$ cat config.mk
export PLATFORM = sky130hd
export DESIGN_NAME = mre_requant
export DESIGN_NICKNAME = d
export VERILOG_FILES = /design/src/hdl/mre_pkg.sv /design/src/hdl/mre_requant.sv
export SDC_FILE = /design/constraint.sdc
export NUM_CORES = 2
export LEC_CHECK = 0
export ABC_AREA = 1
export ABC_CLOCK_PERIOD_IN_PS = 7600
export BUFFER_PORTS_ARGS = -buffer_cell sky130_fd_sc_hd__buf_2
export CAP_MARGIN = 20
export CORE_MARGIN = 4
export CORE_UTILIZATION = 45
export DETAILED_ROUTE_END_ITERATION = 10
export GPL_TIMING_DRIVEN = 0
export PLACE_DENSITY_LB_ADDON = 0.1
export SKIP_CTS_REPAIR_TIMING = 1
export SLEW_MARGIN = 10
export SYNTH_ARGS = -nofsm -noshare
export SYNTH_HDL_FRONTEND = slang
export SYNTH_SLANG_ARGS = --single-unit
$ cat constraint.sdc
create_clock -name clk -period 7.6 [get_ports clk]
set_input_delay 1.14 -clock clk [delete_from_list [all_inputs] [get_ports clk]]
set_output_delay 1.14 -clock clk [all_outputs]
set_load 0.1 [all_outputs]
$ cat src/hdl/mre_pkg.sv
// ============================================================================
// mre_pkg
// Shared types and constants of the multiply/accumulate and requantize element.
// ============================================================================
package mre_pkg;

    localparam int DATA_W      = 32;
    localparam int WIDE_W      = 64;
    localparam int REG_INDEX_W = 3;
    localparam int SHIFT_Q_W   = 4;

    // register map
    typedef enum logic [REG_INDEX_W-1:0] {
        REG_ALU_ENABLE    = 3'd0,
        REG_COMBINE_MODE  = 3'd1,
        REG_ACT_ENABLE    = 3'd2,
        REG_SHIFT_QUARTER = 3'd3,
        REG_ZERO_POINT    = 3'd4,
        REG_CLAMP_MIN     = 3'd5,
        REG_CLAMP_MAX     = 3'd6,
        REG_BYTE_OUTPUT   = 3'd7
    } reg_index_t;

    typedef enum logic [1:0] {
        COMBINE_ADD    = 2'd0,
        COMBINE_MUL    = 2'd1,
        COMBINE_DATA   = 2'd2,
        COMBINE_WEIGHT = 2'd3
    } combine_mode_t;

    // settings used by the requantize pipe
    typedef struct packed {
        logic                        act_enable;
        logic [SHIFT_Q_W-1:0]        shift_quarter;
        logic signed [DATA_W-1:0]    zero_point;
        logic signed [DATA_W-1:0]    clamp_min;
        logic signed [DATA_W-1:0]    clamp_max;
        logic                        byte_output;
    } rq_cfg_t;

    localparam logic          ALU_ENABLE_RST   = 1'b1;
    localparam combine_mode_t COMBINE_MODE_RST = COMBINE_MUL;
    localparam rq_cfg_t RQ_CFG_RST = '{
        act_enable:    1'b1,
        shift_quarter: '0,
        zero_point:    '0,
        clamp_min:     -32'sd128,
        clamp_max:     32'sd127,
        byte_output:   1'b1
    };

endpackage

$ cat src/hdl/mre_requant.sv
// ============================================================================
// mre_requant
// Three-stage requantize pipe: scale multiply, rounding shift, zero point
// and clamp into the output register.
// ============================================================================
module mre_requant (
    input  logic                                 clk,
    input  logic                                 rst_n,
    input  mre_pkg::rq_cfg_t                     cfg,
    input  logic                                 in_valid,
    output logic                                 in_ready,
    input  logic        [mre_pkg::DATA_W-1:0]    acc_in,
    input  logic signed [mre_pkg::DATA_W-1:0]    sum_in,
    input  logic signed [mre_pkg::DATA_W-1:0]    scale_in,
    output logic                                 out_valid,
    input  logic                                 out_ready,
    output logic        [mre_pkg::DATA_W-1:0]    acc_out,
    output logic        [mre_pkg::DATA_W-1:0]    quant_out
);
    import mre_pkg::*;

    logic                     r1_valid_reg;
    logic [DATA_W-1:0]        r1_acc_reg;
    logic signed [WIDE_W-1:0] r1_prod_reg;
    logic                     r2_valid_reg;
    logic [DATA_W-1:0]        r2_acc_reg;
    logic signed [WIDE_W-1:0] r2_shr_reg;
    logic                     out_valid_reg;
    logic [DATA_W-1:0]        acc_out_reg;
    logic [DATA_W-1:0]        quant_out_reg;

    logic                     r1_load;
    logic                     r2_load;
    logic                     r3_load;
    logic signed [WIDE_W-1:0] prod;
    logic [5:0]               sh;
    logic [WIDE_W-1:0]        rnd;
    logic signed [WIDE_W-1:0] rounded;
    logic signed [WIDE_W-1:0] shr;
    logic signed [WIDE_W-1:0] zp_ext;
    logic signed [WIDE_W-1:0] lo_ext;
    logic signed [WIDE_W-1:0] hi_ext;
    logic signed [WIDE_W-1:0] biased;
    logic signed [WIDE_W-1:0] upper_cut;
    logic signed [WIDE_W-1:0] clamped;
    logic [DATA_W-1:0]        quant;

    assign r3_load  = !out_valid_reg || out_ready;
    assign r2_load  = !r2_valid_reg || r3_load;
    assign r1_load  = !r1_valid_reg || r2_load;
    assign in_ready = r1_load;

    // stage 1: signed 32x32 scale product
    assign prod = sum_in * scale_in;

    // stage 2: round half up, arithmetic shift by four times the setting
    assign sh      = {cfg.shift_quarter, 2'b00};
    assign rnd     = (WIDE_W'(1) << sh) >> 1;
    assign rounded = r1_prod_reg + $signed(rnd);
    assign shr     = rounded >>> sh;

    // stage 3: zero point, upper bound first then lower bound, optional byte cut
    assign zp_ext    = {{(WIDE_W-DATA_W){cfg.zero_point[DATA_W-1]}}, cfg.zero_point};
    assign lo_ext    = {{(WIDE_W-DATA_W){cfg.clamp_min[DATA_W-1]}}, cfg.clamp_min};
    assign hi_ext    = {{(WIDE_W-DATA_W){cfg.clamp_max[DATA_W-1]}}, cfg.clamp_max};
    assign biased    = r2_shr_reg + zp_ext;
    assign upper_cut = (biased > hi_ext) ? hi_ext : biased;
    assign clamped   = (upper_cut < lo_ext) ? lo_ext : upper_cut;

    always_comb
    begin
        if (!cfg.act_enable)
        begin
            quant = r2_acc_reg;
        end
        else if (cfg.byte_output)
        begin
            quant = {{(DATA_W-8){clamped[7]}}, clamped[7:0]};
        end
        else
        begin
            quant = clamped[DATA_W-1:0];
        end
    end

    always_ff @(posedge clk or negedge rst_n)
    begin
        if (!rst_n)
        begin
            r1_valid_reg  <= 1'b0;
            r2_valid_reg  <= 1'b0;
            out_valid_reg <= 1'b0;
        end
        else
        begin
            if (r1_load)
            begin
                r1_valid_reg <= in_valid;
            end
            if (r2_load)
            begin
                r2_valid_reg <= r1_valid_reg;
            end
            if (r3_load)
            begin
                out_valid_reg <= r2_valid_reg;
            end
        end
    end

    always_ff @(posedge clk)
    begin
        if (r1_load)
        begin
            r1_acc_reg  <= acc_in;
            r1_prod_reg <= prod;
        end
        if (r2_load)
        begin
            r2_acc_reg <= r1_acc_reg;
            r2_shr_reg <= shr;
        end
        if (r3_load)
        begin
            acc_out_reg   <= r2_acc_reg;
            quant_out_reg <= quant;
        end
    end

    assign out_valid = out_valid_reg;
    assign acc_out   = acc_out_reg;
    assign quant_out = quant_out_reg;

`ifndef SYNTH
    // a stalled output keeps the whole pipe frozen: nothing enters stage 1
    a_full_stall_blocks: assert property (@(posedge clk) disable iff (!rst_n)
        (out_valid_reg && !out_ready && r2_valid_reg && r1_valid_reg) |-> !in_ready)
        else $error("requant pipe took a transfer while full and stalled");

    // an item held in stage 2 under stall is still there next cycle
    a_r2_holds: assert property (@(posedge clk) disable iff (!rst_n)
        (r2_valid_reg && !r2_load) |=> (r2_valid_reg && $stable(r2_shr_reg)))
        else $error("requant stage 2 lost its item under stall");

    // stage 2 feeds the output register whenever that one frees up
    a_r2_to_out: assert property (@(posedge clk) disable iff (!rst_n)
        (r2_valid_reg && r3_load) |=> out_valid_reg)
        else $error("requant stage 2 item did not reach the output register");
`endif

endmodule

==> reports/results.md <==
| Group | Item | Value |
|---|---|---|
| timing | Final min period | 8.236 ns |
| layout | Fraction of layout instances using a drive strength above 1 | 17.25% |
| clock network | TritonCTS clock tree | built |
| setup path | WP buf/inv | 9 |
| timing | Worst relative slew slack | 33.09% |
| status | Failing checks | negative setup slack |
| global routing | Wire length of the first global-routing pass | 317.2 mm |
| layout | Final Net Count | 9205 |
| floorplanning | Standard cell core area | 0.1259 sq mm |
| route | Via count | 48878 |
| timing | Setup repair after global routing missed its margin | yes |
| setup path | CP Capture Type | register |
| placed design | Detail Placement HPWL | 183.7 mm |
| timing | Total of endpoints with negative setup slack in the final report | 45 |
| route | DRT Wirelength | 224.1 mm |
| route | Remaining antenna violation count after routing | 0 |
| global routing | Total Routing Usage GR | 32.62% |
| floorplanning | Total die area | 0.1327 sq mm |
| clock network | Buffer cell driving the clock tree root | sky130_fd_sc_hd__clkbuf_16 |
| layout | Number of standard cells in the final layout excluding fillers | 9207 |
| timing | Setup_tns | -18.89 ns |
| placed design | Placed cells | 8918 |
| placed design | Input/output buffers | 265 |
| yosys | Synth Register Bits | 259 |
| placed design | GPL Wtd Cong | 0.9938 |
| route | Detailed-routing iteration count for the pre-antenna-repair pass | 8 |
| clock network | Register clock-pin slew on the reported worst setup and hold paths | 0.07 ns |
| clock network | Total CTS buffers | 28 |
| floorplanning | Core Rows | 130 |
| setup path | Crit path max fanout | 8 |
| placed design | Dpl ws | -3.855 ns |
| clock network | Clock tree sinks | 259 |
| yosys | EDFF count, synth | 256 |
| clock network | Max clock buf depth | 3 |
| yosys | Top FF cell, synth | sky130_fd_sc_hd__edfxtp_1 |
| yosys | Part of the Yosys area used for sequential elements | 13.59% |
| layout | Fillcell total | 11942 |
| setup path | Most used cell, CP | sky130_fd_sc_hd__nand3_4 |
| status | Status | finished, violations left |
| run | MaxCap Viol Count | 0 |
| setup path | Top delay family on crit path | simple AND/OR/NAND/NOR gates |
| yosys | Fraction of registers with async set/reset | 1.158% |
| setup path | Max stage delay cell, worst path | sky130_fd_sc_hd__nor4b_4 |
| setup path | Endpoint of the worst-slack reg-to-reg timing path | quant_out[29]$_DFFE_PP_ |
| setup path | CP Class | input pin to register |
| route | Number of DRC violations after detailed routing | 0 |
| global routing | Vias in the first global route | 49356 |
| global routing | Total overflow reported by the global router | 0 |
| floorplanning | Count of pins on the block boundary | 268 |
| yosys | Synthesized area | 0.05712 sq mm |
| global routing | Number of antenna violations at the first check in global routing | 8 |
| timing | Number of pins exceeding their max-slew limit in the final report | 0 |
| setup path | CP peak stage delay | 0.61 ns |
| yosys | Number of warnings reported in the yosys synthesis log | 0 |
| yosys | Net count of the mapped netlist | 8668 |
| timing | Maximum frequency from static timing analysis | 121.4 MHz |
| yosys | Avg Inst Size Synth | 8.168 sq um |
| global routing | Largest net degree at the start of global routing | 65 |
| min path | Min-Delay Path Class | input pin to async pin |
| setup path | Setup slack on the worst flop-to-flop path | -0.43 ns |
| floorplanning | Chip height | 364.3 um |
| setup path | CP startpoint kind | input pin |
| route | First-iteration detailed-routing DRC count | 3747 |
| floorplanning | Effective utilization at floorplan | 45.37% |
| setup path | Arrival time of data at the critical path endpoint | 8.59 ns |
| setup path | FF-to-FF Start | r2_shr_reg[0]$_DFFE_PP_ |
| yosys | Number of library cell types mapped by synthesis | 62 |
| clock network | Clock H-tree levels | 1 |
| timing | Transition time of the tightest slew-check pin | 1.004 ns |
| route | Per-cell via count in the routed design | 5.309 |
| timing | Endpoints failing hold | 0 |
| timing | Final Worst Setup Slack | -0.6362 ns |
| timing | Worst clock skew | 0.02494 ns |
| setup path | Required arrival time at the worst endpoint | 7.95 ns |
| route | Average wire length per cell after detail routing | 24.34 um |
| clock network | Worst-Skew Late Latency | 0.60 ns |
| layout | Synthesis-to-layout area growth | 19.80% |
| setup path | Worst R2R Path Depth | 50 |
| timing | Final period utilization | 108.4% |
| floorplanning | Die Width | 364.3 um |
| yosys | Gate count after technology mapping | 6993 |
## placed cells by master (no fill, tap or decap), types with 19 or more instances in the layout
cell and n:
sky130_fd_sc_hd__a21oi_2 37, sky130_fd_sc_hd__clkbuf_2 32, sky130_fd_sc_hd__buf_6 60, sky130_fd_sc_hd__nor3_1 33, sky130_fd_sc_hd__buf_8 30, sky130_fd_sc_hd__clkbuf_4 34, sky130_fd_sc_hd__inv_2 48, sky130_fd_sc_hd__o21a_1 19
sky130_fd_sc_hd__o21ai_1 48, sky130_fd_sc_hd__a21oi_1 190, sky130_fd_sc_hd__buf_12 103, sky130_fd_sc_hd__a21oi_4 23, sky130_fd_sc_hd__ha_4 33, sky130_fd_sc_hd__o21ai_0 145, sky130_fd_sc_hd__nand2_4 30, sky130_fd_sc_hd__ha_1 343
sky130_fd_sc_hd__clkbuf_16 40, sky130_fd_sc_hd__fa_1 1035, sky130_fd_sc_hd__or2_2 38, sky130_fd_sc_hd__buf_2 247, sky130_fd_sc_hd__inv_1 1682, sky130_fd_sc_hd__edfxtp_1 256, sky130_fd_sc_hd__clkbuf_1 42, sky130_fd_sc_hd__nand2_2 96
sky130_fd_sc_hd__nor2_2 20, sky130_fd_sc_hd__nand3_1 190, sky130_fd_sc_hd__xnor2_1 56, sky130_fd_sc_hd__nand4_1 25, sky130_fd_sc_hd__buf_4 202, sky130_fd_sc_hd__nor2_1 213, sky130_fd_sc_hd__o21ai_2 36, sky130_fd_sc_hd__a31oi_1 35
sky130_fd_sc_hd__nand2_1 1708, sky130_fd_sc_hd__fa_2 48, sky130_fd_sc_hd__xor2_1 121
## per-layer routing
metal / global-route usage (%) / part of all wire (%) / vias to the layer above
met3: 3.939 / 7.1 / 491
met2: 55.32 / 48 / 1966
met1: 40.61 / 38 / 24421
met5: 0 / 0.012 / -
met4: 18.16 / 7.3 / 4
li1: - / - / 21996
## synthesized netlist by cell type (4+ instances only)
library cell                   n  area, sq um
sky130_fd_sc_hd__nand2_4       6        67.56
sky130_fd_sc_hd__nand3_2       9        90.09
sky130_fd_sc_hd__buf_2        21        105.1
sky130_fd_sc_hd__o21ai_2      18        157.7
sky130_fd_sc_hd__or2_1         4        25.02
sky130_fd_sc_hd__o21a_1       19        142.6
sky130_fd_sc_hd__nor4_1        9        56.30
sky130_fd_sc_hd__a211oi_1      8        60.06
sky130_fd_sc_hd__a22oi_1       8        60.06
sky130_fd_sc_hd__nand2_2       9        56.30
sky130_fd_sc_hd__o21ai_1      40        200.2
sky130_fd_sc_hd__xor2_1      125         1095
sky130_fd_sc_hd__edfxtp_1    256         7687
sky130_fd_sc_hd__a21oi_1     240         1201
sky130_fd_sc_hd__clkbuf_1    239        897.1
sky130_fd_sc_hd__or2_2        38        237.7
sky130_fd_sc_hd__nor3_1       37        185.2
sky130_fd_sc_hd__nand3_1     202         1011
sky130_fd_sc_hd__nor2_1      237        889.6
sky130_fd_sc_hd__o221ai_1     15        131.4
sky130_fd_sc_hd__inv_1      1736         6516
sky130_fd_sc_hd__o21bai_1      6        45.04
sky130_fd_sc_hd__o2111ai_1     5        43.79
sky130_fd_sc_hd__buf_1         6        22.52
sky130_fd_sc_hd__o211ai_1     18        135.1
sky130_fd_sc_hd__a21o_1        9        67.56
sky130_fd_sc_hd__nand2_1    1822         6839
sky130_fd_sc_hd__a21oi_2       9        78.83
sky130_fd_sc_hd__o21ai_0     185        925.9
sky130_fd_sc_hd__nand4_1      25        156.4
sky130_fd_sc_hd__o22ai_1       4        25.02
sky130_fd_sc_hd__ha_1        390         4880
sky130_fd_sc_hd__a31oi_1      45        281.5
sky130_fd_sc_hd__mux2i_1       8        80.08
sky130_fd_sc_hd__xnor2_1      59        516.8
sky130_fd_sc_hd__fa_1       1083        21680
## kinds of logic (layout without fill, tap and decap cells)
group / count (synthesis) / count (layout) / synth area share (%)
compound gates: 648 / 648 / 6.567
xor+xnor: 185 / 185 / 2.870
fa+ha+maj: 1473 / 1473 / 46.50
buf+inv: 2011 / 2568 / 13.31
flops: 259 / 259 / 13.59
mux: 8 / 8 / 0.1402
other cells: 0 / 5 / 0
simple gates: 2409 / 2411 / 17.02
## worst max path at each step
stage,to,start,slack (ns),cells after the start
final,quant_out[29]$_DFFE_PP_,cfg[65],-0.64,51
after detailed placement,quant_out[21]$_DFFE_PP_,cfg[67],-3.85,50
after CTS,quant_out[21]$_DFFE_PP_,cfg[67],-3.25,50
after global routing,quant_out[27]$_DFFE_PP_,cfg[65],-0.89,49
after floorplan,r1_prod_reg[61]$_DFFE_PP_,sum_in[15],0.0002,28
after global placement,quant_out[25]$_DFFE_PP_,cfg[67],-3.88,47
## per-stage QoR
stage	hold WS [ns]	cell area [sq um]	util, %
final	0.3288	68430	54.36
after global routing	0.3083	68420	54.35
after CTS	0.2970	61860	49.13
after detailed placement	0.4045	60870	48.35
after global placement	0.4025	60650	48.17
after floorplan	0.4003	57260	-
## worst register-to-register path: cells and delay by family (launching register included)
kind | cells | cell delay, ns
flip-flops | 1 | 0.41
AO/OA/AOI/OAI | 11 | 1.78
AND/OR/NAND/NOR | 27 | 3.58
adder cells (fa/ha/maj) | 4 | 1.14
buffers and inverters | 8 | 0.89
## area by class of cell
type	instances	area [sq um]	share of cell area (%)
Multi-Input combinational cell	4725	43940	64.22
Sequential cell	259	7762	11.34
Inverter	1740	6559	9.585
Timing Repair Buffer	505	4202	6.140
Buffer	271	2903	4.242
Tap cell	1650	2064	3.017
Clock buffer	30	708.2	1.035
Clock inverter	22	276.5	0.4041
Antenna cell	5	12.51	0.01828
Power is left out: the tool's default activity adds up to more than one toggle a clock period on the data nets, which glitch-free logic cannot reach.
